--- src/rtl/sei_pkg.sv ---
// Shared types and constants for the SEI user-data-unregistered NAL writer.
// Item structs, register index codes and byte codes; no dependencies.
package sei_pkg;

  localparam int MAX_PAYLOAD = 4096;
  localparam int LEN_W       = 13;
  localparam int UUID_BYTES  = 16;
  localparam int SIZE_RUN    = 255;

  typedef enum logic {
    KIND_START = 1'b0,
    KIND_BYTE  = 1'b1
  } kind_t;

  typedef enum logic [1:0] {
    CFG_START_CODE_MODE = 2'd0,
    CFG_UUID_HIGH       = 2'd1,
    CFG_UUID_LOW        = 2'd2
  } cfg_reg_t;

  localparam logic [7:0] BYTE_ZERO       = 8'h00;
  localparam logic [7:0] BYTE_START_LAST = 8'h01;
  localparam logic [7:0] BYTE_EPB        = 8'h03;
  localparam logic [7:0] BYTE_NAL_SEI    = 8'h06;
  localparam logic [7:0] BYTE_PT_UDU     = 8'h05;
  localparam logic [7:0] BYTE_FF         = 8'hFF;
  localparam logic [7:0] BYTE_STOP       = 8'h80;

  typedef struct packed {
    logic             kind;
    logic [LEN_W-1:0] payload_length;
    logic [7:0]       data_byte;
  } in_item_t;

  typedef struct packed {
    logic [7:0] out_byte;
    logic       last_of_packet;
  } out_item_t;

  typedef struct packed {
    logic        start_code_mode;
    logic [63:0] uuid_high;
    logic [63:0] uuid_low;
  } cfg_t;

  typedef struct packed {
    logic      valid;
    out_item_t item;
  } emit_t;

  typedef struct packed {
    logic busy;
    logic open;
  } seq_stat_t;

endpackage

--- src/rtl/sei_nal_unit_writer_top.sv ---
// SEI user-data-unregistered NAL writer, top level: configuration registers,
// byte sequencer and output register. Depends on sei_pkg, sei_seq, sei_obuf.
//
// Usage:
//   in_*  : items, accepted when in_valid is high and in_stall low. A start
//           item (kind 0) opens a packet of payload_length bytes (capped at
//           MAX_PAYLOAD); byte items (kind 1) carry payload bytes. Byte items
//           with no open packet are dropped; a start item abandons an open one.
//   out_* : framed Annex B bytes, one per handshake; last_of_packet marks the
//           closing 0x80.
//   cfg_* : register writes (start code mode, UUID high, UUID low); always
//           ready, write only while the block is idle.
// Timing: the sequencer registers a taken item; its first byte then passes
// the output register to out_*. The sequencer emits one byte per cycle while
// the output register takes it; an item holds the input until all its bytes
// are out: a payload byte makes 1, with an emulation byte or the tail up to
// 4, a start item 22 to 39 (start code, header, size run, UUID, tail). The
// next item is taken in the cycle the current one's last byte is emitted.
// Stall: when out_stall holds the output register full, the sequencer and
// with it the input stall. Reset clears control state and closes any packet.
module sei_nal_unit_writer_top (
  input  logic               clk,
  input  logic               rst_n,
  input  logic               in_valid,
  output logic               in_stall,
  input  sei_pkg::in_item_t  in_item,
  output logic               out_valid,
  input  logic               out_stall,
  output sei_pkg::out_item_t out_item,
  input  logic               cfg_valid,
  output logic               cfg_ready,
  input  logic [1:0]         cfg_index,
  input  logic [63:0]        cfg_data
);
  import sei_pkg::*;

  cfg_t      cfg_r;
  emit_t     emit;
  logic      emit_ready;
  seq_stat_t seq_stat;

  // registers take a write in any cycle
  assign cfg_ready = 1'b1;

  always_ff @(posedge clk) begin
    if (!rst_n) begin
      cfg_r <= '0;
    end else if (cfg_valid && cfg_ready) begin
      unique case (cfg_index)
        CFG_START_CODE_MODE: cfg_r.start_code_mode <= cfg_data[0];
        CFG_UUID_HIGH:       cfg_r.uuid_high       <= cfg_data;
        CFG_UUID_LOW:        cfg_r.uuid_low        <= cfg_data;
        default: begin
          // unused index: drop the write
        end
      endcase
    end
  end

  // walk the bytes of the held item, one per cycle while the output takes them
  sei_seq u_seq (
    .clk        (clk),
    .rst_n      (rst_n),
    .in_valid   (in_valid),
    .in_stall   (in_stall),
    .in_item    (in_item),
    .cfg        (cfg_r),
    .emit       (emit),
    .emit_ready (emit_ready),
    .stat       (seq_stat)
  );

  // hold the current byte while the receiver stalls
  sei_obuf u_obuf (
    .clk        (clk),
    .rst_n      (rst_n),
    .emit       (emit),
    .emit_ready (emit_ready),
    .out_valid  (out_valid),
    .out_stall  (out_stall),
    .out_item   (out_item)
  );

`ifndef SYNTHESIS
  // the packet closes only with the stop byte
  a_last_is_stop: assert property (@(posedge clk) disable iff (!rst_n)
    out_valid && out_item.last_of_packet |-> out_item.out_byte == BYTE_STOP)
    else $error("last_of_packet on a byte other than 0x80");

  // an idle sequencer never stalls the input
  a_idle_no_stall: assert property (@(posedge clk) disable iff (!rst_n)
    !seq_stat.busy |-> !in_stall)
    else $error("input stalled while sequencer idle");

  // bytes are only produced inside an open packet
  a_busy_open: assert property (@(posedge clk) disable iff (!rst_n)
    seq_stat.busy |-> seq_stat.open)
    else $error("sequencer busy with no open packet");
`endif

endmodule

--- src/rtl/sei_seq.sv ---
// Item register and byte sequencer: walks header, payload and tail bytes.
// Depends on sei_pkg.
module sei_seq (
  input  logic               clk,
  input  logic               rst_n,
  input  logic               in_valid,
  output logic               in_stall,
  input  sei_pkg::in_item_t  in_item,
  input  sei_pkg::cfg_t      cfg,
  output sei_pkg::emit_t     emit,
  input  logic               emit_ready,
  output sei_pkg::seq_stat_t stat
);
  import sei_pkg::*;

  typedef enum logic [3:0] {
    PH_IDLE,
    PH_SC,
    PH_NAL,
    PH_PT,
    PH_SIZE,
    PH_UUID,
    PH_EPB,
    PH_DATA,
    PH_TAIL0,
    PH_TAIL80
  } phase_t;

  phase_t           phase_r, phase_nxt;
  logic [3:0]       cnt_r, cnt_nxt;
  logic [LEN_W-1:0] rem_r, rem_nxt;
  logic [LEN_W-1:0] bytes_left_r, bytes_left_nxt;
  logic [1:0]       zero_run_r, zero_run_nxt;
  logic             parity_r, parity_nxt;
  logic             open_r, open_nxt;
  logic [7:0]       byte_r, byte_nxt;

  logic             fire;
  logic             free;
  logic             accept;
  logic [127:0]     uuid_all;
  logic [LEN_W-1:0] len_sat;

  assign uuid_all = {cfg.uuid_high, cfg.uuid_low};
  assign fire     = (phase_r != PH_IDLE) && emit_ready;
  assign len_sat  = (in_item.payload_length > LEN_W'(MAX_PAYLOAD)) ?
                    LEN_W'(MAX_PAYLOAD) : in_item.payload_length;

  always_comb begin
    phase_nxt      = phase_r;
    cnt_nxt        = cnt_r;
    rem_nxt        = rem_r;
    bytes_left_nxt = bytes_left_r;
    zero_run_nxt   = zero_run_r;
    parity_nxt     = parity_r;
    open_nxt       = open_r;
    byte_nxt       = byte_r;
    emit.valid               = (phase_r != PH_IDLE);
    emit.item.out_byte       = BYTE_ZERO;
    emit.item.last_of_packet = 1'b0;

    unique case (phase_r)
      PH_IDLE: begin
      end
      PH_SC: begin
        emit.item.out_byte = (cnt_r == 4'd3) ? BYTE_START_LAST : BYTE_ZERO;
        if (fire) begin
          cnt_nxt = cnt_r + 4'd1;
          if (cnt_r == 4'd3) begin
            phase_nxt = PH_NAL;
          end
        end
      end
      PH_NAL: begin
        emit.item.out_byte = BYTE_NAL_SEI;
        if (fire) begin
          parity_nxt = ~parity_r;
          phase_nxt  = PH_PT;
        end
      end
      PH_PT: begin
        emit.item.out_byte = BYTE_PT_UDU;
        if (fire) begin
          parity_nxt = ~parity_r;
          phase_nxt  = PH_SIZE;
        end
      end
      PH_SIZE: begin
        if (rem_r >= LEN_W'(SIZE_RUN)) begin
          emit.item.out_byte = BYTE_FF;
          if (fire) begin
            rem_nxt    = rem_r - LEN_W'(SIZE_RUN);
            parity_nxt = ~parity_r;
          end
        end else begin
          emit.item.out_byte = rem_r[7:0];
          if (fire) begin
            parity_nxt = ~parity_r;
            cnt_nxt    = 4'd0;
            phase_nxt  = PH_UUID;
          end
        end
      end
      PH_UUID: begin
        emit.item.out_byte = uuid_all[{~cnt_r, 3'b000} +: 8];
        if (fire) begin
          cnt_nxt    = cnt_r + 4'd1;
          parity_nxt = ~parity_r;
          if (cnt_r == 4'(UUID_BYTES - 1)) begin
            if (bytes_left_r == '0) begin
              phase_nxt = parity_r ? PH_TAIL0 : PH_TAIL80;
            end else begin
              phase_nxt = PH_IDLE;
            end
          end
        end
      end
      PH_EPB: begin
        emit.item.out_byte = BYTE_EPB;
        if (fire) begin
          parity_nxt   = ~parity_r;
          zero_run_nxt = 2'd0;
          phase_nxt    = PH_DATA;
        end
      end
      PH_DATA: begin
        emit.item.out_byte = byte_r;
        if (fire) begin
          parity_nxt = ~parity_r;
          if (byte_r == BYTE_ZERO) begin
            zero_run_nxt = zero_run_r[1] ? zero_run_r : zero_run_r + 2'd1;
          end else begin
            zero_run_nxt = 2'd0;
          end
          bytes_left_nxt = bytes_left_r - LEN_W'(1);
          if (bytes_left_r == LEN_W'(1)) begin
            phase_nxt = parity_r ? PH_TAIL0 : PH_TAIL80;
          end else begin
            phase_nxt = PH_IDLE;
          end
        end
      end
      PH_TAIL0: begin
        emit.item.out_byte = BYTE_ZERO;
        if (fire) begin
          phase_nxt = PH_TAIL80;
        end
      end
      PH_TAIL80: begin
        emit.item.out_byte       = BYTE_STOP;
        emit.item.last_of_packet = 1'b1;
        if (fire) begin
          open_nxt       = 1'b0;
          bytes_left_nxt = '0;
          zero_run_nxt   = 2'd0;
          parity_nxt     = 1'b0;
          phase_nxt      = PH_IDLE;
        end
      end
      default: begin
        phase_nxt = PH_IDLE;
      end
    endcase

    // take the next item as soon as the current one drains
    free   = (phase_r == PH_IDLE) || (fire && (phase_nxt == PH_IDLE));
    accept = in_valid && free;

    if (accept) begin
      if (in_item.kind == KIND_START) begin
        phase_nxt      = PH_SC;
        cnt_nxt        = cfg.start_code_mode ? 4'd1 : 4'd0;
        rem_nxt        = len_sat + LEN_W'(UUID_BYTES);
        bytes_left_nxt = len_sat;
        zero_run_nxt   = 2'd0;
        parity_nxt     = 1'b0;
        open_nxt       = 1'b1;
      end else if (open_nxt) begin
        byte_nxt  = in_item.data_byte;
        phase_nxt = zero_run_nxt[1] ? PH_EPB : PH_DATA;
      end
    end
  end

  assign in_stall  = !free;
  assign stat.busy = (phase_r != PH_IDLE);
  assign stat.open = open_r;

  always_ff @(posedge clk) begin
    if (!rst_n) begin
      phase_r      <= PH_IDLE;
      cnt_r        <= 4'd0;
      rem_r        <= '0;
      bytes_left_r <= '0;
      zero_run_r   <= 2'd0;
      parity_r     <= 1'b0;
      open_r       <= 1'b0;
    end else begin
      phase_r      <= phase_nxt;
      cnt_r        <= cnt_nxt;
      rem_r        <= rem_nxt;
      bytes_left_r <= bytes_left_nxt;
      zero_run_r   <= zero_run_nxt;
      parity_r     <= parity_nxt;
      open_r       <= open_nxt;
    end
    byte_r <= byte_nxt;
  end

endmodule

--- src/rtl/sei_obuf.sv ---
// Output register between the byte sequencer and the result channel.
// Depends on sei_pkg.
module sei_obuf (
  input  logic               clk,
  input  logic               rst_n,
  input  sei_pkg::emit_t     emit,
  output logic               emit_ready,
  output logic               out_valid,
  input  logic               out_stall,
  output sei_pkg::out_item_t out_item
);
  import sei_pkg::*;

  logic      out_valid_r;
  out_item_t out_item_r;

  assign emit_ready = !out_valid_r || !out_stall;
  assign out_valid  = out_valid_r;
  assign out_item   = out_item_r;

  always_ff @(posedge clk) begin
    if (!rst_n) begin
      out_valid_r <= 1'b0;
    end else if (emit_ready) begin
      out_valid_r <= emit.valid;
    end
    if (emit_ready && emit.valid) begin
      out_item_r <= emit.item;
    end
  end

endmodule
--- config.mk ---
export PLATFORM = sky130hd
export DESIGN_NAME = sei_nal_unit_writer_top
export DESIGN_NICKNAME = d
export VERILOG_FILES = /design/src/rtl/sei_pkg.sv /design/src/rtl/sei_nal_unit_writer_top.sv /design/src/rtl/sei_seq.sv /design/src/rtl/sei_obuf.sv
export SDC_FILE = /design/constraint.sdc
export NUM_CORES = 1
export LEC_CHECK = 0
export ABC_AREA = 1
export BUFFER_PORTS_ARGS = -buffer_cell sky130_fd_sc_hd__buf_2
export CAP_MARGIN = 25
export CORE_MARGIN = 2
export CORE_UTILIZATION = 40
export CTS_CLUSTER_DIAMETER = 80
export CTS_CLUSTER_SIZE = 28
export DETAILED_ROUTE_END_ITERATION = 6
export MAX_ROUTING_LAYER = met4
export PLACE_DENSITY_LB_ADDON = 0.12
export SYNTH_ARGS = -nofsm -noshare
export SYNTH_HDL_FRONTEND = slang
export SYNTH_HIERARCHICAL = 1
export SYNTH_SLANG_ARGS = --single-unit
--- constraint.sdc ---
create_clock -name clk -period 7.61 [get_ports clk]
set_input_delay 0 -clock clk [delete_from_list [all_inputs] [get_ports clk]]
set_output_delay 0 -clock clk [all_outputs]
set_load 0.05 [all_outputs]
After elaboration in Yosys (flattened, before gate mapping):

Index checks and enable logic that the tools add are counted.

* memories kept: 0
* word-level logic and storage cells: 117
* latch bits: 0
* bits in read-only memories: 0
* output and inout port bits: 12
* RAM bits: 0
* input bits: 93
* flip-flop bits (word level): 185

* equal/unequal tests: 14
* multiplexer cells: 58
* reductions and logical operators: 21
* divide/modulo/power cells: 0
* multiply operators: 0
* magnitude comparators: 2
* shift-type cells: 1
* bitwise operators: 2
* $add $sub $neg: 5

Operator list (number)
* 13-bit 2-to-1 mux: 10
* 128-bit by 8-bit variable part select with 8-bit output: 1
* 4-bit 2-to-1 mux: 22
* 8-bit one-hot mux with 8 select lines: 1
* 4-bit one-hot mux with 10 select lines: 1
* 13-bit one-hot mux with 2 select lines: 1
* 4-bit by 3-bit equality test with 1-bit output, second input constant: 4
* 13-bit by 5-bit adder with 13-bit output, second input constant: 1
* 13-bit by 1-bit equality test with 1-bit output, second input constant: 1
* 13-bit by 8-bit greater-or-equal comparator with 1-bit output, second input constant: 1
* 13-bit greater-than comparator, second input constant: 1
* 13-bit zero test: 1
* 1-bit 2-to-1 mux: 13
* 13-bit by 1-bit subtractor with 13-bit output, second input constant: 1
* 13-bit by 8-bit subtractor with 13-bit output, second input constant: 1
* 4-bit by 2-bit equality test with 1-bit output, second input constant: 3
* 4-bit equality test, second input constant: 3
* 2-bit 2-to-1 mux: 6
* 4-bit zero test: 2
* 8-bit zero test: 1
* 8-bit 2-to-1 mux: 1
* 4-bit one-hot mux with 2 select lines: 1
* 2-bit AND reduction: 3
* 6-bit OR reduction: 1
* 16 further kinds: 22

Logic depth before layout (Yosys ltp):

* depth after elaboration: 11
* mapped depth: 18
* mapped depth without buffers: 16

Hierarchy:

Netlist, hierarchy kept.

By module, submodules not included
* sei_nal_unit_writer_top: area each 5341.4 sq um, times used 1, sequential area each 2582.5 sq um, cells an instance 823
* sei_seq: area each 5220.0 sq um, times used 1, sequential area each 1001.0 sq um, cells an instance 890
* sei_obuf: area each 317.8 sq um, times used 1, sequential area each 290.3 sq um, cells an instance 15

Least setup slack after synthesis:

Ideal clock, no wire load.

* path kind: flip-flop to flip-flop
* start: reg u_obuf.out_valid_r (netlist: u_obuf/out_valid)
* end: reg u_seq.byte_r[0] (enable)
* path slack: 4.879 ns
* arrival: 2.361 ns
* period minus slack after synthesis: 2.731 ns
* data required time: 7.240 ns
* library setup time: 0.370 ns
* buffers on the path: 0
* stages on the path, launching flop included: 13
* cell sequence: dfxtp_1 nand2_2 inv_1 nor2_4 inv_2 nor2_4 nor2_2 nand2_2 nor2_4 nand2_4 a21oi_2 nand2_1 nor2_1

* cells in the longest elaborated chain, start to end: 11
* elaborated cells on any way between the ends: 21
* those cells by class: mux: 13; reduce/logical: 8

Ends and longest elaborated chain
* start, declared: RTL line sei_obuf.sv:14 `logic out_valid_r;`
* start signal, assigned: RTL line sei_obuf.sv:25 `out_valid_r <= emit.valid;`
* 1-bit zero test (*): RTL line sei_obuf.sv:17 `assign emit_ready = !out_valid_r || !out_stall;`
* 1-bit logical OR (*): RTL line sei_obuf.sv:17
* net emit_ready: RTL line sei_nal_unit_writer_top.sv:39 `logic emit_ready;`
* 1-bit logical AND (*): RTL line sei_seq.sv:45 `assign fire = (phase_r != PH_IDLE) && emit_ready;`
* 4-bit 2-to-1 mux: RTL line sei_seq.sv:97 `if (fire) begin`
* 4-bit 2-to-1 mux: RTL line sei_seq.sv:89 `if (rem_r >= LEN_W'(SIZE_RUN)) begin`
* 4-bit one-hot mux with 10 select lines: RTL line sei_seq.sv:62 `unique case (phase_r)`
* 4-bit zero test: RTL line sei_seq.sv:166 `free = (phase_r == PH_IDLE) || (fire && (phase_nxt == PH_IDLE));`
* 1-bit logical AND: RTL line sei_seq.sv:166
* 1-bit logical OR: RTL line sei_seq.sv:166
* 1-bit logical AND: RTL line sei_seq.sv:167 `accept = in_valid && free;`
* 3-bit AND reduction (no line) (*)
* end signal, assigned: RTL line sei_seq.sv:207 `byte_r <= byte_nxt;`
* end, declared: RTL line sei_seq.sv:36 `logic [7:0] byte_r, byte_nxt;`

Mark *: on every way through the listed nets, which the timed path passes. The rest lies on a longest branch.
A chain may end at the register's enable or synchronous reset.

==> flow_summary.toml <==
[synthesis]
synthesis.area_um2 = 10900
synth_nets = 1829
synth_cells = 1726
synth_warnings = 6
avgSynthCellArea_um2 = 6.29

[setup_path]
cp-start-kind = "flop"
crit_type = "reg -> reg"
cp.arrival_ps = 3260
crit_fanout = 16
crit_required_ps = 7700
startpoint = "u_seq/phase_r[3]"
r2r_cells = 12
timing.rr.start = "u_seq/phase_r[3]"
reg2reg_slack_ps = 4430
end_kind = "flop"
reg2reg_to = "u_seq/byte_r[6]"

[power]
worst_ir_drop_vdd_mv = 0.108
power_mw = 2.69
power_leakage_nw = 6.47
power.density_nw_per_um2 = 210

[placement]
dpl_worst_slack_ps = 4160
dp_hpwl_um = 22300
place_congestion = 0.915
port_buffers = 103

[sta]
final_max_slew_viol_count = 0
hold_slack_ps = 13.0
post-route-period-util_pct = 41.7
slew_headroom_pct = 29.0
worst_pin_slew_ps = 1070
setup_ws_ps = 4430
rsz0062_at_grt = "no"
hold_viol = 0
finalClockSkew_ps = 13.7
setup_viol = 0
period_needed_ps = 3180
fmax_mhz = 315
setup_tns_ps = 0

[worst_hold_path]
hp-class = "in -> reg"
holdPathEnd = "u_seq/bytes_left_r[7]"
hold_depth = 5
hold_start = "in_item[15]"

[layout]
layout-drive-gt1-share_pct = 11.6
utilization_pct = 47.8
layout.nets = 1954
antennaDiodeCount = 0
syn2layout_area_growth_pct = 17.9
fill_cells = 2771

[status]
status = "complete, no violations"

[route]
num_vias = 10581
dr.first_iter.drc_count = 847
firstDrtPassIters = 7
post_drt_via_cell_ratio = 4.80
ant_nets = 0
wirelength_um = 32500
drc = 0
wl_per_cell_um = 14.7

[grt]
grt_first_pass_wirelength_um = 51300
grt_pass1_vias = 9740
grt_start_max_net_pins = 98
grt.total_usage_pct = 23.4
grt_overflow = 0
antenna_found_initial = 0

[cts]
clk_latency_ps = 440
htree_levels = 4
path_clk_slew_ps = 80
cts_setup_buffers = 0
cts.sinks = 185
cts_buffers = 17
cts_root_buffer = "clkbuf_16"
cts_tree = "done"
clock_path_buffers = 2

[die]
ios = 105
core_area_um2 = 26800
initial_core_util_pct = 40.5
die_h_um = 169
die_area_um2 = 28500
chipWidth_um = 169
rows = 60

[flow_run]
cap_viol_max_count = 0
-- per-stage QoR --
| stage | instances | area (µm²) |
|---|---|---|
| floorplan | 1726 | 10900 |
| global placement | 2091 | 11300 |
| detailed placement | 2091 | 11300 |
| CTS | 2202 | 12700 |
| global route | 2205 | 12800 |
| finish | 2205 | 12800 |
-- metal layers --
layer | global-route usage, % | up-vias | part of all wire [%]
met2 | 39.2 | 216 | 48
li1 | - | 5570 | -
met5 | - | - | 0
met1 | 30.1 | 4763 | 47
met3 | 3.11 | 32 | 3.4
met4 | 5.32 | 0 | 1.4
-- layout make-up --
class | instances | area [µm²] | share of cell area (%)
multi-input combinational | 1238 | 5660 | 44.2
sequential | 185 | 3880 | 30.3
tap | 341 | 427 | 3.33
clock inverter | 13 | 151 | 1.18
inverter | 219 | 822 | 6.42
timing repair buffer | 190 | 1410 | 11.0
clock buffer | 19 | 454 | 3.55
-- worst max-delay path by stage --
stage	end	slack, ps	cells past startpoint
floorplan	u_seq/byte_r[0]	4880	12
global placement	u_seq/byte_r[0]	4200	13
detailed placement	u_seq/byte_r[0]	4160	13
CTS	u_seq/byte_r[0]	4160	13
global route	u_seq/byte_r[5]	4170	13
finish	u_seq/byte_r[6]	4430	12
-- state kept, by name, summed over array words and instances, names as in the netlist, 2 cells and up --
register	cells
u_seq/cnt_r	4
u_seq/byte_r	8
cfg_r	129
u_seq/phase_r	4
u_seq/rem_r	13
u_seq/bytes_left_r	13
u_seq/zero_run_r	2
u_obuf/out_item	9
-- what timing repair did --
| action | 4_1_cts | 5_1_grt |
|---|---|---|
| endpoints found under the setup margin | 0 | 0 |
| endpoints found under the hold margin | 142 | 0 |
| gates resized for setup | 0 | 0 |
| hold buffers | 79 | 0 |
-- power breakdown --
part	switching, mW	internal (mW)	total (mW)
clock	0.457	0.462	0.919
combinational	0.460	0.215	0.675
sequential	0.0492	1.05	1.10
total	0.966	1.73	2.69
-- cell usage in the layout, fill, tap and decap left out, types with 8 or more instances in the layout --
cell type      count
dlygate4sd3_1     79
o21ai_0           69
inv_1            209
nand4_1           13
inv_2              9
nand2_4            9
nor2_1           414
nand3_2           10
nand2_1          493
xor2_1             8
dfxtp_1          166
a21oi_1           28
o32ai_1           32
edfxtp_1          17
buf_2            102
ha_1              10
nor2_2            11
nand3_1           70
clkbuf_16         18
a21oi_2           15
-- worst max-delay path, stage by stage (launching register included) --
cell     delay [ps]
dfxtp_1         560
nor2_4          120
nand2_4         170
nand2_4         180
inv_2           270
nand2_1          90
nand3_1          70
nand3_1         130
nor2_2          180
nand2_4          80
a21oi_2         270
nand2_1         200
nor2_1          510
Power figures use the tool's default switching activity.
